`src/ilp_pkg.sv`:
```
`default_nettype none

package ilp_pkg;

   localparam logic [7:0] CH_ZERO  = 8'h30;
   localparam logic [7:0] CH_PLUS  = 8'h2B;
   localparam logic [7:0] CH_MINUS = 8'h2D;
   localparam logic [7:0] CH_X     = 8'h78;
   localparam logic [7:0] CH_O     = 8'h6F;
   localparam logic [7:0] CASE_BIT = 8'h20;
   localparam logic [7:0] HEX_BASE = 8'h61 - 8'd10;

   localparam logic [1:0] KIND_UNSIGNED = 2'd0;
   localparam logic [1:0] KIND_PREFIX   = 2'd2;

   typedef enum logic [1:0] {
      ST_OK        = 2'd0,
      ST_DIGIT     = 2'd1,
      ST_HEX_DIGIT = 2'd2,
      ST_OCT_DIGIT = 2'd3
   } status_type;

   typedef struct packed {
      logic       is_dec;
      logic       is_oct;
      logic       is_hex;
      logic [3:0] digit;
   } char_class_type;

endpackage

`default_nettype wire

```
`src/ilp_char_class.sv`:
```
`default_nettype none

module ilp_char_class
   import ilp_pkg::*;
(
   input  wire logic [7:0]     ch,
   output char_class_type      cls
);

   logic [7:0] dec_off;
   logic [7:0] alpha_off;
   logic [7:0] hex_off;

   always_comb begin
      dec_off    = ch - CH_ZERO;
      alpha_off  = (ch | CASE_BIT) - 8'h61;
      hex_off    = (ch | CASE_BIT) - HEX_BASE;
      cls.is_dec = dec_off < 8'd10;
      cls.is_oct = dec_off < 8'd8;
      cls.is_hex = cls.is_dec || (alpha_off < 8'd6);
      cls.digit  = cls.is_dec ? dec_off[3:0] : hex_off[3:0];
   end

endmodule

`default_nettype wire

```
`src/integer_literal_parser.sv`:
```
// Integer literal parser. Characters arrive one per word on the req_ channel; req_type picks
// the literal kind on the first character of each literal (0 unsigned decimal, 1 signed
// decimal, 2 or 3 signed with optional 0x hex or 0o octal prefix). The character that cannot
// continue a literal ends it, is consumed, and produces one rsp_ word: the value wrapped to
// VALUE_WIDTH bits and sign-extended to 64 (zero on an error status), a status, and that
// character. Each digit is a single multiply-by-constant-and-add step on the accumulator, so
// one character can be taken every cycle while req_ready is high. The result word is valid on
// the cycle after the ending character is taken. It sits in one output register, and
// req_ready stays low while that word waits and rsp_ready is low.

`default_nettype none

module integer_literal_parser
   import ilp_pkg::*;
#(
   parameter int VALUE_WIDTH = 64
) (
   input  wire logic               clock,
   input  wire logic               reset,
   input  wire logic               req_valid,
   output      logic               req_ready,
   input  wire logic [7:0]         req_ch,
   input  wire logic [1:0]         req_type,
   output      logic               rsp_valid,
   input  wire logic               rsp_ready,
   output      logic signed [63:0] rsp_value,
   output      logic [1:0]         rsp_status,
   output      logic [7:0]         rsp_end_char
);

   typedef enum logic [2:0] {
      PH_IDLE, PH_SIGN, PH_ZERO, PH_DEC, PH_HEXF, PH_HEX, PH_OCTF, PH_OCT
   } phase_type;

   phase_type              phase_ff, phase_in;
   logic                   negative_ff, negative_in;
   logic [VALUE_WIDTH-1:0] acc_ff, acc_in;
   logic [1:0]             kind_ff, kind_in;

   logic                   rsp_valid_ff, rsp_valid_in;
   logic signed [63:0]     value_ff, value_in;
   status_type             status_ff, status_in;
   logic [7:0]             end_char_ff, end_char_in;

   char_class_type         cls;
   logic                   accept;
   logic                   emit;
   status_type             emit_status;
   logic [VALUE_WIDTH-1:0] digit_ext;
   logic [VALUE_WIDTH-1:0] acc_dec;
   logic [VALUE_WIDTH-1:0] acc_hex;
   logic [VALUE_WIDTH-1:0] acc_oct;
   logic [VALUE_WIDTH-1:0] mag;
   logic [1:0]             kind_cur;

   ilp_char_class u_char_class (
      .ch  (req_ch),
      .cls (cls)
   );

   assign req_ready = !rsp_valid_ff || rsp_ready;
   assign accept    = req_valid && req_ready;

   assign digit_ext = VALUE_WIDTH'(cls.digit);
   assign acc_dec   = (acc_ff << 3) + (acc_ff << 1) + digit_ext;
   assign acc_hex   = (acc_ff << 4) + digit_ext;
   assign acc_oct   = (acc_ff << 3) + digit_ext;
   assign mag       = negative_ff ? (~acc_ff + 1'b1) : acc_ff;
   assign kind_cur  = (phase_ff == PH_IDLE) ? req_type : kind_ff;

   always_comb begin
      phase_in    = phase_ff;
      negative_in = negative_ff;
      acc_in      = acc_ff;
      kind_in     = kind_ff;
      emit        = 1'b0;
      emit_status = ST_OK;
      unique case (phase_ff)
         PH_IDLE, PH_SIGN: begin
            kind_in = kind_cur;
            if (phase_ff == PH_IDLE && req_type != KIND_UNSIGNED &&
                (req_ch == CH_PLUS || req_ch == CH_MINUS)) begin
               negative_in = (req_ch == CH_MINUS);
               phase_in    = PH_SIGN;
            end else if (cls.is_dec) begin
               acc_in   = digit_ext;
               phase_in = (kind_cur >= KIND_PREFIX && cls.digit == 4'd0) ? PH_ZERO : PH_DEC;
            end else begin
               emit        = 1'b1;
               emit_status = ST_DIGIT;
            end
         end
         PH_ZERO: begin
            if (req_ch == CH_X) begin
               phase_in = PH_HEXF;
            end else if (req_ch == CH_O) begin
               phase_in = PH_OCTF;
            end else if (cls.is_dec) begin
               acc_in   = acc_dec;
               phase_in = PH_DEC;
            end else begin
               emit = 1'b1;
            end
         end
         PH_DEC: begin
            if (cls.is_dec) begin
               acc_in = acc_dec;
            end else begin
               emit = 1'b1;
            end
         end
         PH_HEXF, PH_HEX: begin
            if (cls.is_hex) begin
               acc_in   = acc_hex;
               phase_in = PH_HEX;
            end else begin
               emit        = 1'b1;
               emit_status = (phase_ff == PH_HEXF) ? ST_HEX_DIGIT : ST_OK;
            end
         end
         PH_OCTF, PH_OCT: begin
            if (cls.is_oct) begin
               acc_in   = acc_oct;
               phase_in = PH_OCT;
            end else begin
               emit        = 1'b1;
               emit_status = (phase_ff == PH_OCTF) ? ST_OCT_DIGIT : ST_OK;
            end
         end
      endcase
      if (emit) begin
         phase_in    = PH_IDLE;
         negative_in = 1'b0;
         acc_in      = '0;
         kind_in     = KIND_UNSIGNED;
      end
   end

   always_comb begin
      rsp_valid_in = rsp_valid_ff && !rsp_ready;
      value_in     = value_ff;
      status_in    = status_ff;
      end_char_in  = end_char_ff;
      if (accept && emit) begin
         rsp_valid_in = 1'b1;
         value_in     = (emit_status == ST_OK) ? 64'(signed'(mag)) : '0;
         status_in    = emit_status;
         end_char_in  = req_ch;
      end
   end

   always_ff @(posedge clock) begin
      if (reset) begin
         phase_ff     <= PH_IDLE;
         negative_ff  <= 1'b0;
         acc_ff       <= '0;
         kind_ff      <= KIND_UNSIGNED;
         rsp_valid_ff <= 1'b0;
      end else begin
         if (accept) begin
            phase_ff    <= phase_in;
            negative_ff <= negative_in;
            acc_ff      <= acc_in;
            kind_ff     <= kind_in;
         end
         rsp_valid_ff <= rsp_valid_in;
      end
      value_ff    <= value_in;
      status_ff   <= status_in;
      end_char_ff <= end_char_in;
   end

   assign rsp_valid    = rsp_valid_ff;
   assign rsp_value    = value_ff;
   assign rsp_status   = status_ff;
   assign rsp_end_char = end_char_ff;

`ifndef NO_ASSERTIONS
   a_err_zero: assert property (@(posedge clock) disable iff (reset)
      rsp_valid_ff && status_ff != ST_OK |-> value_ff == '0)
      else $error("error word carries nonzero value");

   a_sign_kind: assert property (@(posedge clock) disable iff (reset)
      phase_ff == PH_SIGN |-> kind_ff != KIND_UNSIGNED)
      else $error("sign phase on unsigned kind");

   a_zero_acc: assert property (@(posedge clock) disable iff (reset)
      phase_ff == PH_ZERO || phase_ff == PH_HEXF || phase_ff == PH_OCTF |-> acc_ff == '0)
      else $error("accumulator nonzero after leading zero");

   a_idle_clear: assert property (@(posedge clock) disable iff (reset)
      phase_ff == PH_IDLE |-> !negative_ff && acc_ff == '0)
      else $error("state not cleared in idle");

   a_drain: assert property (@(posedge clock) disable iff (reset)
      rsp_valid_ff && rsp_ready && !(accept && emit) |=> !rsp_valid_ff)
      else $error("result word repeated");
`endif

endmodule

`default_nettype wire
```
`config.mk`:
```
export PLATFORM = sky130hd
export DESIGN_NAME = integer_literal_parser
export DESIGN_NICKNAME = d
export VERILOG_FILES = /design/src/ilp_pkg.sv /design/src/ilp_char_class.sv /design/src/integer_literal_parser.sv
export SDC_FILE = /design/constraint.sdc
export NUM_CORES = 1
export LEC_CHECK = 0
export BUFFER_PORTS_ARGS = -buffer_cell sky130_fd_sc_hd__buf_2
export CAP_MARGIN = 10
export CORE_MARGIN = 1.5
export CORE_UTILIZATION = 35
export DETAILED_ROUTE_END_ITERATION = 10
export PLACE_DENSITY = 0.57
export SLEW_MARGIN = 40
export SYNTH_ARGS = -nofsm -noshare
export SYNTH_HDL_FRONTEND = slang
export SYNTH_HIERARCHICAL = 1
export SYNTH_SLANG_ARGS = --single-unit
```
`constraint.sdc`:
```
create_clock -name clock -period 11.3 [get_ports clock]
set_clock_uncertainty 0.2 [all_clocks]
set_input_delay 1.695 -clock clock [delete_from_list [all_inputs] [get_ports clock]]
set_output_delay 1.695 -clock clock [all_outputs]
set_load 0.01 [all_outputs]
```
== Word level (Yosys, flattened, before mapping) ==
Index checks and enable logic that the tools add are counted.

* Register bits after elaboration: 145
* Input bits: 14
* Output and inout bits: 76
* Logic and storage cells: 107

* $add $sub $neg: 8
* $lt $le $gt $ge: 4
* Equality and inequality tests: 19
* Muxes and demuxes: 42
* Bitwise operators: 1
* Reductions and logical operators: 25

{| class="wikitable"
|+ Operators by type and width
! cell !! count
|-
| 2-to-1 mux 64 bit || 9
|-
| case mux 64 bit (5 select lines) || 1
|-
| adder 64 x 4 -> 64 bit || 3
|-
| adder 64 x 1 -> 64 bit (second input constant) || 1
|-
| adder 64 bit || 1
|-
| inverter 64 bit || 1
|-
| 2-to-1 mux 3 bit || 8
|-
| inequality test 3 bit (second input constant) || 6
|-
| == test 8 x 6 -> 1 bit (second input constant) || 2
|-
| == test 8 x 7 -> 1 bit (second input constant) || 2
|-
| less-than comparator 8 x 4 -> 1 bit (second input constant) || 2
|-
| 2-to-1 mux 2 bit || 7
|-
| 2-to-1 mux 1 bit || 13
|-
| == test 3 bit (second input constant) || 4
|-
| case mux 3 bit (4 select lines) || 1
|-
| less-than comparator 8 x 3 -> 1 bit (second input constant) || 1
|-
| subtractor 8 x 6 -> 8 bit (second input constant) || 1
|-
| subtractor 8 x 7 -> 8 bit (second input constant) || 1
|-
| AND reduction 7 bit || 1
|-
| == test 3 x 2 -> 1 bit (second input constant) || 2
|-
| logical AND 1 bit || 6
|-
| case mux 2 bit (3 select lines) || 1
|-
| AND reduction 6 bit || 1
|-
| nonzero test 2 bit || 3
|-
| other kinds (16) || 21
|}

== Logic depth before layout (Yosys ltp) ==
* Word-level depth: 10
* Gate-level depth with buffers: 18
* Mapped depth without buffers: 18

== Hierarchy ==
Netlist, hierarchy kept.

{| class="wikitable"
|+ By module, submodules not included
! module !! instances !! cells an instance !! area each (um2) !! seq. area each (um2)
|-
| integer_literal_parser || 1 || 1695 || 13568.0 || 3623.5
|-
| ilp_char_class || 1 || 33 || 229.0 || 0.0
|}

== Least setup slack after synthesis ==
OpenSTA, ideal clock, no wires.

* Path kind: input -> register
* Start point: in req_ch[6]
* End point: reg phase_ff[1]
* Library setup time: 0.128 ns
* Arrival time: 6.861 ns
* Required time: 10.972 ns
* Slack: 4.111 ns
* Stages: 11
* Path buffers: 0
* Cell sequence: nand4bb_1 > nand2b_4 > inv_1 > or3b_2 > a32oi_1 > a41o_1 > o31ai_4 > nor2_1 > nor2_1 > a32oi_1 > nor2_1

{| class="wikitable"
|+ RTL lines
! item !! line !! RTL
|-
| start, declared || integer_literal_parser.sv:22 || <nowiki>input wire logic [7:0] req_ch,</nowiki>
|-
| end signal, assigned || integer_literal_parser.sv:161 || <nowiki>phase_ff <= phase_in;</nowiki>
|-
| end, declared || integer_literal_parser.sv:35 || <nowiki>phase_type phase_ff, phase_in;</nowiki>
|}

==> metrics.txt <==
Main synth FF type=edfxtp_1; Tightest Pin Transition=approximately 0.9 ns; antenna-violating nets left=0; simple-gate area share of the yosys netlist=between 20% and 30%; Clock H-tree levels=4; main area contributors after synthesis=edfxtp_1 (16%), ha_1 (12%), dfxtp_1 (10%); maximum net fanout on the critical path=7; area share of the largest cell type after synthesis=between 10% and 20%; synth-to-layout area growth=8.55%; upper clock frequency limit=roughly 160 MHz; nets in the synthesized netlist=between 1500 and 2000; fraction of final layout cells with drive strength greater than 1=a little over a tenth; hold_ws=about 0.32 ns; final WL=~42000 um; Pre-Repair DR Iteration Count=6; count of distinct cell types in the synthesized netlist=between 90 and 100; RSZ-0062 raised after global routing=no; Setup TNS=0 ns; biggest area consumer among synthesized cells=edfxtp_1; height of the chip=202 um; most common cell after layout, fill and taps aside=nor2_1; number of antenna diodes=0; via count of the first global-routing pass=~12000; mux contribution to synthesized area=less than 1%; type of the setup path with the least slack=in2reg; DRC violation count after routing=0; ports placed on the boundary=90; Leakage=between 6 and 7 nW; wire length of the first global-routing pass=just under 70000 um; number of failing setup endpoints in the final timing report=0; insertion delay to the later sink of the worst-skew pair=0.46 ns; routed vias=12974; number of slew-limit violations in the final report=0; number of synthesized flops with an enable pin=74; startpoint type of the worst setup path=input pin; Placeable Area=roughly 39000 um^2; worst path arrival time=6.42 ns; clock buffer count from CTS=17; outcome=finished clean; TritonCTS clock tree=done; remaining global-route overflow=0; number of standard cells after synthesis=~1700; MaxCap Viol Count=0; initial antenna violation count=0; total setup buffers inserted after CTS=0; worst min-delay path category=reg2reg; Num Clock Sinks=144; largest buffer count on any clock path=2; post-layout util=around two fifths; Worst Setup Slack post-DPL=~4.5 ns; share of synthesized registers carrying an async set or reset=0%; effective utilization at floorplan=between 30% and 40%; sequential cell area fraction in the yosys report=26.3%; First DRT Iteration DRCs=around 1100; type of element capturing the critical path=flip-flop; DIE AREA=roughly 41000 um^2; clock transition time at the flip-flop clock pins of the worst setup and hold paths=roughly 0.060 ns; number of buffers inserted by port buffering=89; VDD IR max=about 65 uV; Period minus WS final=6.28 ns; Post-Synth XOR/XNOR Area=8.70%; fraction of the mapped netlist area in compound gates=24.7%; least setup slack across all paths after layout=around 5 ns; number of standard-cell rows in the floorplan=72; Clk Tree Root Cell=clkbuf_16; highest-count cells in the layout ignoring fill and taps=nor2_1 (183), nand2_1 (168), a21oi_1 (133), ha_1 (127), o21ai_0 (119); Final nets=between 1500 and 2000; overall power of the completed layout=~0.0013 W; warning count from the yosys run=6; routability cong.=between 0.9 and 1; hold violation total from the final report=0; Hold-fix buffers, CTS=0; power per cell area=85.1 nW/um^2; pin count of the biggest net entering global routing=86; required time of the worst setup path=~11 ns; synthesized-area fraction occupied by adder cells=between 10% and 20%; via/cell ratio=~5.8; total global routing track utilization=roughly a fifth; Resized Gates After CTS=0; post-route clock period utilization=a little under three fifths; final routed wire length divided by cell count=between 15 and 20 um; combinational family with the most area after synthesis=compound AO/OA/AOI/OAI gates; netlist area before placement=roughly 14000 um^2; synthesis-stage register bit count=144; Post-DP HPWL=31700 um; width of the die=~200 um; relative max-transition margin=roughly two fifths; post-synthesis area per instance=approximately 8 um^2
[state kept, by name, summed over array words and instances (netlist names)]
register      count
rsp_value        64
rsp_end_char      8
rsp_status        2
rsp_valid         1
negative_ff       1
phase_ff          3
kind_ff           1
acc_ff           64
[critical path: stages]
cell and delay (ns):
buf_2 0.14, nand4bb_1 0.24, nor2_1 0.12, nor3b_1 0.06, nor3_1 0.41, inv_1 0.12, fa_1 0.50, inv_1 0.07
fa_1 0.45, a21o_2 0.24, a221oi_1 0.26, buf_4 0.22, nor3_1 0.08, o211ai_1 0.33, a211oi_1 0.17, a211oi_1 0.43
nor4b_1 0.14, a2111oi_0 0.50, xor2_1 0.17, o21ai_0 0.08
[cells in the mapped netlist (all sizes together), types with 20 or more instances]
library cell    n
a21oi         133
buf            26
o21ai         122
nand2b         20
a211oi         23
xor2           85
xnor2          52
inv            32
nor2          185
nor3           41
a21o           41
edfxtp         74
clkbuf        116
nand2         171
a22oi          25
ha            127
nand3          53
nand4          32
dfxtp          70
o31ai          37
[power breakdown]
part | internal (W) | switching (W)
logic | 0.0000199 | 0.0000464
clock network | 0.000395 | 0.000245
registers | 0.000564 | 0.00000376
total | 0.000979 | 0.000295
[cell type report]
type / instances / area (um^2)
fill: 4014 / 23800
multi-input combinational: 1409 / 9380
sequential: 144 / 3630
tap: 518 / 648
timing repair buffer: 101 / 543
clock buffer: 17 / 425
clock inverter: 15 / 230
inverter: 32 / 120
[cells by family (layout without fill, tap and decap cells)]
logic type,Yosys count,count (layout)
compound gates,515,515
flops,144,144
fa+ha+maj,129,129
mux,12,12
xor+xnor,137,137
buf+inv,175,165
simple gates,616,616
[per-stage QoR]
| step | area (um^2) | cells |
|---|---|---|
| global placement | 14300 | 2204 |
| global route | 15000 | 2236 |
| floorplan | 13800 | 1728 |
| detailed placement | 14300 | 2204 |
| CTS | 15000 | 2236 |
| finish | 15000 | 2236 |
[worst paths after layout]
kind                   start    endpoint  slack [ns]  cells after the start
hold reg to reg   kind_ff[1]  kind_ff[1]        0.32                      2
hold / removal    kind_ff[1]  kind_ff[1]        0.32                      2
setup reg to reg   acc_ff[6]  acc_ff[58]        6.50                     12
setup / recovery   req_ch[6]  acc_ff[62]        5.02                     20
[layer usage]
| layer | track usage [%] | wire, um | up-vias |
|---|---|---|---|
| met5 | 0 | 0 | - |
| met4 | 5.84 | 745 | 0 |
| met3 | 3.01 | 2630 | 46 |
| met2 | 31.3 | 18300 | 460 |
| met1 | 30.9 | 20800 | 6129 |
| li1 | - | - | 6339 |
No activity file was read; power rests on OpenSTA's default activity.
